### src/rtl/psd_pkg.sv
// Shared types and constants for the proportional steering PWM drive.
package psd_pkg;

  localparam int unsigned AngleW = 16;
  localparam int unsigned ErrW   = 17;
  localparam int unsigned GainW  = 16;
  localparam int unsigned DutyW  = 8;
  localparam int unsigned PwmW   = 10;
  localparam int unsigned DriveW = 9;
  localparam int unsigned ProdW  = 32;
  localparam int unsigned MagW   = 9;
  localparam int unsigned CfgIdxW  = 3;
  localparam int unsigned CfgDataW = 16;

  // The gain is Q8.8 and the error is in hundredths, so the drive is product / (256 * 100).
  // After the shift by eight, a quotient of 256 or more already exceeds any limit.
  localparam logic [ProdW-9:0] ScaleSat      = 24'd25600;
  localparam logic [14:0]      Recip100      = 15'd20972;
  localparam int unsigned      Recip100Shift = 21;
  localparam logic [MagW-1:0]  MagSat        = 9'd256;

  localparam logic signed [DriveW-1:0] ValveMax = 9'sd250;
  localparam logic signed [DriveW-1:0] ValveMin = -9'sd250;
  localparam logic signed [DriveW-1:0] ValveMid = 9'sd128;
  localparam logic [PwmW-1:0]          PwmFull  = 10'd1023;

  typedef enum logic [CfgIdxW-1:0] {
    CFG_GAIN        = 3'd0,
    CFG_LOW_DUTY    = 3'd1,
    CFG_HIGH_DUTY   = 3'd2,
    CFG_MIN_DUTY    = 3'd3,
    CFG_INVERT      = 3'd4,
    CFG_VALVE_MODE  = 3'd5,
    CFG_DIR_PWM     = 3'd6
  } cfg_idx_e;

  typedef struct packed {
    logic [GainW-1:0] gain;
    logic [DutyW-1:0] low_duty;
    logic [DutyW-1:0] high_duty;
    logic [DutyW-1:0] min_duty;
    logic             invert_direction;
    logic             valve_mode;
    logic             dir_plus_pwm_driver;
  } cfg_t;

  typedef struct packed {
    logic signed [AngleW-1:0] actual_angle;
    logic signed [AngleW-1:0] target_angle;
    logic                     steer_on;
  } in_beat_t;

  typedef struct packed {
    logic [ProdW-1:0] prod;
    logic             neg;
    logic             out_band;
    logic             steer_on;
  } front_t;

  typedef struct packed {
    logic [MagW-1:0]  mag;
    logic [DutyW-1:0] lim;
    logic             neg;
    logic             steer_on;
  } scale_t;

  typedef struct packed {
    logic                     enable_pin;
    logic [PwmW-1:0]          left_duty;
    logic [PwmW-1:0]          right_duty;
    logic [DutyW-1:0]         duty_display;
    logic signed [DriveW-1:0] drive_value;
  } out_beat_t;

endpackage

### src/rtl/psd_in_if.sv
// Input channel carrying the angle pair and the steering enable.
interface psd_in_if import psd_pkg::*; ();
  logic                     valid;
  logic                     ready;
  logic signed [AngleW-1:0] actual_angle;
  logic signed [AngleW-1:0] target_angle;
  logic                     steer_on;

  modport source (output valid, output actual_angle, output target_angle, output steer_on,
                  input ready);
  modport sink   (input valid, input actual_angle, input target_angle, input steer_on,
                  output ready);
endinterface

### src/rtl/psd_out_if.sv
// Output channel carrying the enable level, the two duties, the display and the drive.
interface psd_out_if import psd_pkg::*; ();
  logic                     valid;
  logic                     ready;
  logic                     enable_pin;
  logic [PwmW-1:0]          left_duty;
  logic [PwmW-1:0]          right_duty;
  logic [DutyW-1:0]         duty_display;
  logic signed [DriveW-1:0] drive_value;

  modport source (output valid, output enable_pin, output left_duty, output right_duty,
                  output duty_display, output drive_value, input ready);
  modport sink   (input valid, input enable_pin, input left_duty, input right_duty,
                  input duty_display, input drive_value, output ready);
endinterface

### src/rtl/proportional_steer_pwm_drive_core.sv
// Proportional steering drive with a ramped PWM limit and held dual or direction PWM outputs.
// Four register stages: input, error and gain product, reciprocal scaling, output drive.
// A result passes the input, error, scaling and output registers in turn. One beat per cycle
// is sustained while out_ch.ready is high, and each stage advances on its own whenever the
// stage after it has room. Reset clears the pipeline, the enable level and the held duties,
// and loads the register defaults (high_duty at 255, all else zero).
module proportional_steer_pwm_drive_core import psd_pkg::*; #(
  parameter int unsigned RAMP_DEGREES = 3
) (
  input  logic                clk_i,
  input  logic                rst_ni,
  input  logic                cfg_we_i,
  input  logic [CfgIdxW-1:0]  cfg_idx_i,
  input  logic [CfgDataW-1:0] cfg_wdata_i,
  psd_in_if.sink              in_ch,
  psd_out_if.source           out_ch
);

  localparam int unsigned Band  = RAMP_DEGREES * 100;
  localparam int unsigned RampW = $clog2(Band) + DutyW;

  cfg_t             cfg_q;
  in_beat_t         in_q;
  logic             v1_q, v2_q, v3_q, v4_q;
  logic             rdy1, rdy2, rdy3, rdy4;
  front_t           front;
  logic [RampW-1:0] ramp;
  scale_t           scale;
  out_beat_t        beat;

  always_ff @(posedge clk_i or negedge rst_ni) begin
    if (!rst_ni) begin
      cfg_q.gain                <= '0;
      cfg_q.low_duty            <= '0;
      cfg_q.high_duty           <= '1;
      cfg_q.min_duty            <= '0;
      cfg_q.invert_direction    <= 1'b0;
      cfg_q.valve_mode          <= 1'b0;
      cfg_q.dir_plus_pwm_driver <= 1'b0;
    end else if (cfg_we_i) begin
      unique case (cfg_idx_e'(cfg_idx_i))
        CFG_GAIN:       cfg_q.gain                <= cfg_wdata_i;
        CFG_LOW_DUTY:   cfg_q.low_duty            <= cfg_wdata_i[DutyW-1:0];
        CFG_HIGH_DUTY:  cfg_q.high_duty           <= cfg_wdata_i[DutyW-1:0];
        CFG_MIN_DUTY:   cfg_q.min_duty            <= cfg_wdata_i[DutyW-1:0];
        CFG_INVERT:     cfg_q.invert_direction    <= cfg_wdata_i[0];
        CFG_VALVE_MODE: cfg_q.valve_mode          <= cfg_wdata_i[0];
        CFG_DIR_PWM:    cfg_q.dir_plus_pwm_driver <= cfg_wdata_i[0];
        default: ;
      endcase
    end
  end

  // Each stage takes a new beat when it is empty or its own beat moves on.
  assign rdy4 = !v4_q || out_ch.ready;
  assign rdy3 = !v3_q || rdy4;
  assign rdy2 = !v2_q || rdy3;
  assign rdy1 = !v1_q || rdy2;
  assign in_ch.ready = rdy1;

  always_ff @(posedge clk_i or negedge rst_ni) begin
    if (!rst_ni) begin
      v1_q <= 1'b0;
      v2_q <= 1'b0;
      v3_q <= 1'b0;
      v4_q <= 1'b0;
    end else begin
      if (rdy1) v1_q <= in_ch.valid;
      if (rdy2) v2_q <= v1_q;
      if (rdy3) v3_q <= v2_q;
      if (rdy4) v4_q <= v3_q;
    end
  end

  always_ff @(posedge clk_i) begin
    if (rdy1 && in_ch.valid) begin
      in_q.actual_angle <= in_ch.actual_angle;
      in_q.target_angle <= in_ch.target_angle;
      in_q.steer_on     <= in_ch.steer_on;
    end
  end

  psd_front #(
    .RAMP_DEGREES(RAMP_DEGREES)
  ) u_front (
    .clk_i   (clk_i),
    .en_i    (rdy2 && v1_q),
    .beat_i  (in_q),
    .cfg_i   (cfg_q),
    .front_o (front),
    .ramp_o  (ramp)
  );

  psd_scale #(
    .RAMP_DEGREES(RAMP_DEGREES)
  ) u_scale (
    .clk_i   (clk_i),
    .en_i    (rdy3 && v2_q),
    .front_i (front),
    .ramp_i  (ramp),
    .cfg_i   (cfg_q),
    .scale_o (scale)
  );

  // The held outputs change only when a beat enters the output stage.
  psd_drive u_drive (
    .clk_i   (clk_i),
    .rst_ni  (rst_ni),
    .en_i    (rdy4 && v3_q),
    .scale_i (scale),
    .cfg_i   (cfg_q),
    .beat_o  (beat)
  );

  assign out_ch.valid        = v4_q;
  assign out_ch.enable_pin   = beat.enable_pin;
  assign out_ch.left_duty    = beat.left_duty;
  assign out_ch.right_duty   = beat.right_duty;
  assign out_ch.duty_display = beat.duty_display;
  assign out_ch.drive_value  = beat.drive_value;

endmodule

### src/rtl/psd_front.sv
// Error stage: angle error, gain product and ramp numerator.
module psd_front import psd_pkg::*; #(
  parameter int unsigned RAMP_DEGREES = 3,
  localparam int unsigned Band = RAMP_DEGREES * 100,
  localparam int unsigned AbsW = $clog2(Band),
  localparam int unsigned RampW = AbsW + DutyW
) (
  input  logic             clk_i,
  input  logic             en_i,
  input  in_beat_t         beat_i,
  input  cfg_t             cfg_i,
  output front_t           front_o,
  output logic [RampW-1:0] ramp_o
);

  logic signed [ErrW-1:0] err;
  logic [ErrW-1:0]        abs_err;
  logic [ProdW-1:0]       prod;
  logic                   desc;
  logic [DutyW-1:0]       span;
  logic [RampW-1:0]       ramp_t;
  front_t                 front_d;
  logic [RampW-1:0]       ramp_d;
  front_t                 front_q;
  logic [RampW-1:0]       ramp_q;

  always_comb begin
    err     = ErrW'(beat_i.actual_angle) - ErrW'(beat_i.target_angle);
    abs_err = err[ErrW-1] ? ErrW'(-err) : ErrW'(err);
    prod    = ProdW'(cfg_i.gain) * ProdW'(abs_err);
    desc    = cfg_i.high_duty < cfg_i.low_duty;
    span    = desc ? (cfg_i.low_duty - cfg_i.high_duty) : (cfg_i.high_duty - cfg_i.low_duty);
    ramp_t  = RampW'(abs_err[AbsW-1:0]) * RampW'(span);
    // A descending ramp rounds the step up, so that the limit floors correctly.
    ramp_d  = desc ? (ramp_t + RampW'(Band - 1)) : ramp_t;
    front_d.prod     = prod;
    front_d.neg      = err[ErrW-1];
    front_d.out_band = abs_err >= ErrW'(Band);
    front_d.steer_on = beat_i.steer_on;
  end

  always_ff @(posedge clk_i) begin
    if (en_i) begin
      front_q <= front_d;
      ramp_q  <= ramp_d;
    end
  end

  assign front_o = front_q;
  assign ramp_o  = ramp_q;

endmodule

### src/rtl/psd_scale.sv
// Scale stage: constant divisions by reciprocal products and the ramped limit.
module psd_scale import psd_pkg::*; #(
  parameter int unsigned RAMP_DEGREES = 3,
  localparam int unsigned Band = RAMP_DEGREES * 100,
  localparam int unsigned AbsW = $clog2(Band),
  localparam int unsigned RampW = AbsW + DutyW,
  localparam longint unsigned BandSq = longint'(Band) * longint'(Band) * 256,
  localparam int unsigned RecipShift = $clog2(BandSq),
  localparam longint unsigned RecipBand = ((64'd1 << RecipShift) + Band - 1) / Band,
  localparam int unsigned RecipW = $clog2(RecipBand + 1),
  localparam int unsigned RpW = RampW + RecipW + 1
) (
  input  logic             clk_i,
  input  logic             en_i,
  input  front_t           front_i,
  input  logic [RampW-1:0] ramp_i,
  input  cfg_t             cfg_i,
  output scale_t           scale_o
);

  logic [ProdW-9:0] shifted;
  logic             big;
  logic [29:0]      qp;
  logic [RpW-1:0]   rp;
  logic [DutyW-1:0] step;
  scale_t           scale_d;
  scale_t           scale_q;

  always_comb begin
    shifted = front_i.prod[ProdW-1:8];
    big     = shifted >= ScaleSat;
    qp      = 30'(shifted[14:0]) * 30'(Recip100);
    rp      = RpW'(ramp_i) * RpW'(RecipBand[RecipW-1:0]);
    step    = rp[RecipShift +: DutyW];
    scale_d.mag = big ? MagSat : {1'b0, qp[Recip100Shift +: DutyW]};
    if (front_i.out_band) begin
      scale_d.lim = cfg_i.high_duty;
    end else if (cfg_i.high_duty < cfg_i.low_duty) begin
      scale_d.lim = cfg_i.low_duty - step;
    end else begin
      scale_d.lim = cfg_i.low_duty + step;
    end
    scale_d.neg      = front_i.neg;
    scale_d.steer_on = front_i.steer_on;
  end

  always_ff @(posedge clk_i) begin
    if (en_i) begin
      scale_q <= scale_d;
    end
  end

  assign scale_o = scale_q;

endmodule

### src/rtl/psd_drive.sv
// Drive stage: kick, limit, inversion, valve mapping and the held PWM outputs.
module psd_drive import psd_pkg::*; (
  input  logic      clk_i,
  input  logic      rst_ni,
  input  logic      en_i,
  input  scale_t    scale_i,
  input  cfg_t      cfg_i,
  output out_beat_t beat_o
);

  logic [PwmW-1:0]          kicked;
  logic [DutyW-1:0]         clamped;
  logic                     neg;
  logic signed [DriveW-1:0] drive_lim;
  logic signed [DriveW-1:0] valve_clip;
  logic signed [DriveW-1:0] drive;
  logic [DriveW-1:0]        neg_drive;
  logic [DutyW-1:0]         mag;
  logic [PwmW-1:0]          pwm;

  logic                     was_en_d, was_en_q;
  logic [PwmW-1:0]          left_d, left_q;
  logic [PwmW-1:0]          right_d, right_q;
  logic [DutyW-1:0]         disp_d, disp_q;
  logic signed [DriveW-1:0] drive_q;

  always_comb begin
    kicked  = PwmW'(scale_i.mag) + ((scale_i.mag != '0) ? PwmW'(cfg_i.min_duty) : '0);
    clamped = (kicked > PwmW'(scale_i.lim)) ? scale_i.lim : kicked[DutyW-1:0];
    neg     = scale_i.neg ^ cfg_i.invert_direction;
    drive_lim = neg ? -$signed({1'b0, clamped}) : $signed({1'b0, clamped});

    if (drive_lim > ValveMax) begin
      valve_clip = ValveMax;
    end else if (drive_lim < ValveMin) begin
      valve_clip = ValveMin;
    end else begin
      valve_clip = drive_lim;
    end
    drive = cfg_i.valve_mode ? ((valve_clip >>> 2) + ValveMid) : drive_lim;

    neg_drive = DriveW'(-drive);
    mag = drive[DriveW-1] ? neg_drive[DutyW-1:0] : drive[DutyW-1:0];
    pwm = {mag, 2'b00};

    was_en_d = was_en_q;
    left_d   = left_q;
    right_d  = right_q;
    disp_d   = disp_q;
    if (was_en_q && !scale_i.steer_on) begin
      was_en_d = 1'b0;
      left_d   = '0;
      right_d  = '0;
      disp_d   = '0;
    end else if (scale_i.steer_on) begin
      was_en_d = 1'b1;
    end

    if (scale_i.steer_on) begin
      disp_d = mag;
      if (cfg_i.dir_plus_pwm_driver) begin
        left_d  = drive[DriveW-1] ? '0 : PwmFull;
        right_d = pwm;
      end else if (drive > 0) begin
        left_d  = pwm;
        right_d = '0;
      end else begin
        left_d  = '0;
        right_d = pwm;
      end
    end
  end

  always_ff @(posedge clk_i or negedge rst_ni) begin
    if (!rst_ni) begin
      was_en_q <= 1'b0;
      left_q   <= '0;
      right_q  <= '0;
      disp_q   <= '0;
    end else if (en_i) begin
      was_en_q <= was_en_d;
      left_q   <= left_d;
      right_q  <= right_d;
      disp_q   <= disp_d;
    end
  end

  always_ff @(posedge clk_i) begin
    if (en_i) begin
      drive_q <= drive;
    end
  end

  assign beat_o.enable_pin   = was_en_q;
  assign beat_o.left_duty    = left_q;
  assign beat_o.right_duty   = right_q;
  assign beat_o.duty_display = disp_q;
  assign beat_o.drive_value  = drive_q;

endmodule

### src/flat_wrapper.sv
// flat-port wrapper written by rule: the top's interface ports become plain ports
module proportional_steer_pwm_drive_core_flat import psd_pkg::*;
#(
  parameter int unsigned RAMP_DEGREES = 3
)
  (clk_i, rst_ni, cfg_we_i, cfg_idx_i, cfg_wdata_i, in_ch_valid, in_ch_actual_angle, in_ch_target_angle, in_ch_steer_on, in_ch_ready, out_ch_valid, out_ch_enable_pin, out_ch_left_duty, out_ch_right_duty, out_ch_duty_display, out_ch_drive_value, out_ch_ready);
  psd_in_if in_ch_i ();
  psd_out_if out_ch_i ();
  input  logic clk_i;
  input  logic rst_ni;
  input  logic cfg_we_i;
  input  logic [CfgIdxW-1:0] cfg_idx_i;
  input  logic [CfgDataW-1:0] cfg_wdata_i;
  input wire logic [$bits(in_ch_i.valid)-1:0] in_ch_valid;
  input wire logic [$bits(in_ch_i.actual_angle)-1:0] in_ch_actual_angle;
  input wire logic [$bits(in_ch_i.target_angle)-1:0] in_ch_target_angle;
  input wire logic [$bits(in_ch_i.steer_on)-1:0] in_ch_steer_on;
  output wire logic [$bits(in_ch_i.ready)-1:0] in_ch_ready;
  output wire logic [$bits(out_ch_i.valid)-1:0] out_ch_valid;
  output wire logic [$bits(out_ch_i.enable_pin)-1:0] out_ch_enable_pin;
  output wire logic [$bits(out_ch_i.left_duty)-1:0] out_ch_left_duty;
  output wire logic [$bits(out_ch_i.right_duty)-1:0] out_ch_right_duty;
  output wire logic [$bits(out_ch_i.duty_display)-1:0] out_ch_duty_display;
  output wire logic [$bits(out_ch_i.drive_value)-1:0] out_ch_drive_value;
  input wire logic [$bits(out_ch_i.ready)-1:0] out_ch_ready;
  assign in_ch_i.valid = in_ch_valid;
  assign in_ch_i.actual_angle = in_ch_actual_angle;
  assign in_ch_i.target_angle = in_ch_target_angle;
  assign in_ch_i.steer_on = in_ch_steer_on;
  assign in_ch_ready = in_ch_i.ready;
  assign out_ch_valid = out_ch_i.valid;
  assign out_ch_enable_pin = out_ch_i.enable_pin;
  assign out_ch_left_duty = out_ch_i.left_duty;
  assign out_ch_right_duty = out_ch_i.right_duty;
  assign out_ch_duty_display = out_ch_i.duty_display;
  assign out_ch_drive_value = out_ch_i.drive_value;
  assign out_ch_i.ready = out_ch_ready;
  proportional_steer_pwm_drive_core #(.RAMP_DEGREES(RAMP_DEGREES)) u_core (.clk_i(clk_i), .rst_ni(rst_ni), .cfg_we_i(cfg_we_i), .cfg_idx_i(cfg_idx_i), .cfg_wdata_i(cfg_wdata_i), .in_ch(in_ch_i), .out_ch(out_ch_i));
endmodule
### config.mk
export PLATFORM = sky130hd
export DESIGN_NAME = proportional_steer_pwm_drive_core_flat
export DESIGN_NICKNAME = d
export VERILOG_FILES = /design/src/rtl/psd_pkg.sv /design/src/rtl/psd_in_if.sv /design/src/rtl/psd_out_if.sv /design/src/rtl/proportional_steer_pwm_drive_core.sv /design/src/rtl/psd_front.sv /design/src/rtl/psd_scale.sv /design/src/rtl/psd_drive.sv /design/src/flat_wrapper.sv
export SDC_FILE = /design/constraint.sdc
export NUM_CORES = 2
export LEC_CHECK = 0
export BUFFER_PORTS_ARGS = -buffer_cell sky130_fd_sc_hd__buf_2
export CAP_MARGIN = 20
export CORE_MARGIN = 2
export CORE_UTILIZATION = 45
export DETAILED_ROUTE_END_ITERATION = 7
export GPL_TIMING_DRIVEN = 0
export SYNTH_ARGS = -nofsm -noshare
export SYNTH_HDL_FRONTEND = slang
export SYNTH_SLANG_ARGS = --single-unit
### constraint.sdc
create_clock -name clk_i -period 15.9 [get_ports clk_i]
set_input_delay 1.59 -clock clk_i [delete_from_list [all_inputs] [get_ports clk_i]]
set_output_delay 1.59 -clock clk_i [all_outputs]
set_load 0.1 [all_outputs]
* Word-level counts from Yosys, hierarchy flattened
Cells that the tools add are included.
** Storage, ports and cells
- Flip-flop bits (word level) :: 189
- Input bits :: 57
- Output and inout port bits :: 40
- Word-level logic and storage cells :: 108
** Operators by class
- Add/subtract/negate cells :: 11
- Multipliers :: 4
- Magnitude comparators :: 7
- Equal/unequal tests :: 6
- Muxes and demuxes :: 25
- Bitwise logic cells :: 1
- Reductions and logical operators :: 25
** Operators by type and width (count)
- $mux 10 :: 8
- $mux 8 :: 8
- $mux 9 :: 5
- $mux 17 :: 2
- $mul 17x17->33 const B :: 1
- $mul 16x17->32 :: 1
- $mul 15x13->27 const B :: 1
- $ge 24x15->1 const B :: 1
- $sub 8x8->8 :: 3
- $add 17x9->17 const B :: 1
- $ge 17x9->1 const B :: 1
- $mul 9x8->17 :: 1
- $neg 17->17 :: 1
- $sub 16x16->17 :: 1
- $reduce_and 2->1 :: 8
- $add 9x8->10 :: 1
- $gt 10x8->1 :: 1
- $add 7x9->9 const B :: 1
- $eq 3x3->1 const B :: 3
- $gt 9x1->1 const B :: 1
- $gt 9x9->1 const B :: 1
- $lt 9x9->1 const B :: 1
- $neg 8->9 :: 1
- $reduce_bool 9->1 :: 1
- other kinds (12) :: 25

* Depth between registers and ports, before layout
- Word-level depth :: 17
- Gate-level depth with buffers :: 38
- Depth with buffers taken out :: 37

* Cells and area by module
From an unflattened synthesis, not the netlist that was laid out.
** Second synthesis, totals
- Cell total of the unflattened synthesis :: 3144
- Area total of the unflattened synthesis :: 30718.2 µm²
** Modules (own cells, without submodules)
- psd_front :: instances 1, cells an instance 1666, area each 14886.8 µm², sequential area each 1561.5 µm²
- psd_scale :: instances 1, cells an instance 983, area each 9915.8 µm², sequential area each 570.5 µm²
- psd_drive :: instances 1, cells an instance 350, area each 3071.7 µm², sequential area each 920.9 µm²
- proportional_steer_pwm_drive_core :: instances 1, cells an instance 145, area each 2844.0 µm², sequential area each 2177.1 µm²

* Worst setup path before layout
OpenSTA, ideal clock, no wires.
- Path type :: flip-flop to flip-flop
- Start point :: reg u_core.in_q[17] (netlist name)
- End point :: reg u_core.u_front.front_q (netlist bit u_core.u_front.front_o[34]) (data pin)
- Setup time :: 0.268 ns
- Arrival :: 8.245 ns
- Required time :: 15.632 ns
- Setup slack :: 7.388 ns
- Stages on the path, launching flop included :: 35
- Path buffers :: 1
- Period minus slack after synthesis :: 8.512 ns
- Cell sequence :: edfxtp_1 > inv_1 > ha_1 > inv_1 > fa_1 > a21o_1 > nand4_1 > nand2_1 > a21o_1 > a311oi_1 > a41oi_1 > xnor2_1 > clkbuf_1 > nand2_1 > fa_1 > inv_1 > fa_1 > inv_1 > fa_1 > inv_1 > fa_1 > inv_1 > fa_1 > fa_1 > inv_1 > ha_1 > a2111oi_0 > a21oi_1 > o31ai_1 > a21oi_1 > o211a_1 > nor4_1 > o211a_1 > o21bai_1 > xnor3_1
** RTL lines
- start: declaration :: RTL line proportional_steer_pwm_drive_core.sv:23 : in_beat_t in_q;
- end signal: assignment :: RTL line psd_front.sv:44 : front_q <= front_d;
- end: declaration :: RTL line psd_front.sv:24 : front_t front_q;

==> impl_metrics.toml <==
[setup_path]
slowest_stage = "xnor2_1"
cp.buffers_inverters = 5
arrival_ns = 10.88
timing.rr.start = "u_core.in_q[17]"
worstSetupPathType = "flop to flop"
r2r_slack_ns = 5.26
cp_common_cell = "fa_1"
critPathMaxFanout = 10
critPathCaptureType = "flop"
cp.required_ns = 16.14
max_stage_delay_ns = 0.91
start_kind = "flop"
r2r_cells = 31
rr_endpoint = "u_core.u_front.front_o[28]"
crit_family = "adder cells"

[timing]
final_hold_viol_count = 0
fmax_mhz = 94.0
setup-violations-final = 0
finalCritPeriodShare_pct = 66.9
final.setup.tns_ns = 0
rsz0062_at_grt = "no"
timing.final.crit_period_ns = 10.64
skew_ns = 0.0177
worst_slew_pin_slew_ns = 1.22
whs_ns = 0.425
drv_slew = 0
slew-limit-headroom_pct = 18.3

[yosys]
synth_top_family_by_area = "adder cells"
ys_seq_area_share_pct = 16.9
ys.flop_type = "edfxtp_1"
synthXorXnorAreaFrac_pct = 4.11
synth_compound_area_share_pct = 8.37
syn_inst = 3040
yosysUniqueCellTypes = 109
ys_seq_elements = 178
netlist_area_mm2 = 0.0295
synth-simple-area-share_pct = 12.4
synthAdderAreaFrac_pct = 47.0
async_flop_share_pct = 41.0
synth_enable_flop_cells = 105
synth_warnings = 0
synthMuxAreaShare_pct = 1.56
synth_area_per_cell_um2 = 9.71

[placed_design]
gp_congestion = 0.900
dp_hpwl_mm = 59.4
io_buffers = 93

[clocking]
cts_tree = "done"
clock_sinks = 178
clock_path_buffers = 2
clk_pin_slew_ns = 0.08
htreeDepth = 4
worstSkewPairLatency_ns = 0.51
numCtsBuffers = 17
ctsResizeCount = 0
postCtsHoldBufs = 0
cts_root_buf = "clkbuf_16"
post-cts-setup-buffers = 0

[layout]
fin_nets = 4066
area_delta_synth_final_pct = 7.56
num-fill-cells = 6090
drive_above_1_share_pct = 7.29

[worst_hold_path]
hold_depth = 0
hold_class = "flop to flop"
hold_start = "u_core.u_front.front_o[0]"
hold_end = "u_core.u_scale.scale_o[0]"

[routing]
routed_wirelength_mm = 71.3
via_per_inst = 5.28
drt_iter0_markers = 1071
vias = 21300
routedWlPerCell_um = 17.7
drc = 0
ant_nets = 0
drt_pass1_iterations = 5

[die]
fp-row-count = 93
fp.dieArea_mm2 = 0.0677
start_util_pct = 45.6
pin_count = 97
die_h_um = 260
core-area_mm2 = 0.0647
dieWidth_um = 260

[run]
drv_cap = 0

[global_routing]
grt.total_usage_pct = 22.3
grt_pass1_vias = 23200
grt_max_degree = 47
antenna_found_initial = 3
grt_pass1_wl_mm = 118
grt_overflow = 0

[status]
outcome = "finished, final reports clean"
==> per-layer routing <==
metal  wire length [um]  share of wire, %  vias up  GRT usage [%]
met5                  0                 0        -              0
met4               2430               3.4        0           8.67
met3               3590               5.0      145           3.41
met2              34700                49      525           38.4
met1              30600                43    10600           28.2
li1                   -                 -     9950              -
==> final cells by class <==
class                   instances  area, um^2  share of cell area, %
clock inverters                15         196                  0.619
repair buffers                 96         526                   1.66
clock buffers                  17         425                   1.34
diodes                          1        2.50                0.00788
well taps                     855        1070                   3.37
multi-input cells            2121       21700                   68.3
inverters                     666        2500                   7.87
plain buffers                  76         353                   1.11
flip-flops and latches        178        4990                   15.7
==> stage by stage <==
step / setup slack [ns] / cell area, um^2 / std cells / util, %
finish: 5.26 / 31800 / 4025 / 49.1
global route: 4.82 / 31700 / 4024 / 49.1
CTS: 5.41 / 31700 / 4024 / 49.1
detailed placement: 5.45 / 31100 / 3992 / 48.1
global placement: 5.57 / 31100 / 3989 / 48.0
floorplan: 7.39 / 29500 / 3041 / -
==> flip-flops by register name, summed over array words and instances (netlist names), 8 cells and up <==
register,cells
u_core.u_scale.scale_o,19
u_core.u_drive.disp_q,8
u_core.in_q,33
u_core.u_drive.left_q,9
u_core.u_front.ramp_o,17
u_core.u_front.front_o,27
u_core.cfg_q,43
u_core.u_drive.right_q,8
u_core.u_drive.drive_q,9
==> logic make-up (layout without fill, tap and decap cells) <==
group           after synthesis  in the layout
flops                       178            178
other cells                   1              3
compound gates              351            351
buf+inv                     742            870
fa+ha+maj                   853            853
xor+xnor                    137            137
mux                          41             41
simple gates                737            737
==> how the worst max path moves through the flow <==
stage,startpoint,endpoint,slack (ns),cells after the start
floorplan,u_core.in_q[17],u_core.u_front.front_o[34],7.39,34
global placement,u_core.in_q[17],u_core.u_front.front_o[32],5.57,34
detailed placement,u_core.in_q[2],u_core.u_front.front_o[34],5.45,30
CTS,u_core.in_q[2],u_core.u_front.front_o[34],5.41,30
global route,u_core.in_q[2],u_core.u_front.front_o[28],4.82,30
finish,u_core.in_q[17],u_core.u_front.front_o[28],5.26,31
==> cells in the mapped netlist, types with 10 or more instances <==
cell type	instances	area share, %
xor2_1	45	1.3
nand2b_1	21	0.45
o21a_1	20	0.51
nand2_1	285	3.6
nor2_1	121	1.5
nand3_1	27	0.46
inv_1	665	8.5
a21o_1	38	0.97
and2_1	120	2.5
a211oi_1	10	0.25
mux2_2	31	1.2
dfrtp_1	65	5.5
and3_1	10	0.21
nor2b_1	38	0.81
ha_1	427	18
o21bai_1	13	0.33
xnor2_1	91	2.7
clkbuf_1	59	0.75
fa_1	426	29
a21oi_1	69	1.2
nand4_1	14	0.30
o21ai_0	80	1.4
nor3_1	38	0.64
edfxtp_1	105	11
==> worst register-to-register path: cells and delay by family, from the launching register on <==
kind,cells,cell delay (ns)
adder cells (fa/ha/maj),9,3.91
AO/OA/AOI/OAI,13,3.77
buffers and inverters,5,1.01
XOR/XNOR,2,1.01
flip-flops,1,0.37
AND/OR/NAND/NOR,2,0.31
==> cells in the final DEF (no fill, tap or decap), drive strengths merged, types with 11 or more instances in the layout <==
cell,instances
a21oi,71
a21o,38
nand3,27
edfxtp,105
nor3,39
o21a,20
nor2b,38
inv,677
buf,109
dfrtp,65
o21ai,85
nand4,14
clkbuf,78
xnor2,91
o21bai,13
a211oi,14
nor2,124
and3,11
fa,426
nand2,286
mux2,31
xor2,45
ha,427
nand2b,21
and2,121
Power is left out: the tool's default activity adds up to more than one toggle a clock period on the data nets, which glitch-free logic cannot reach.
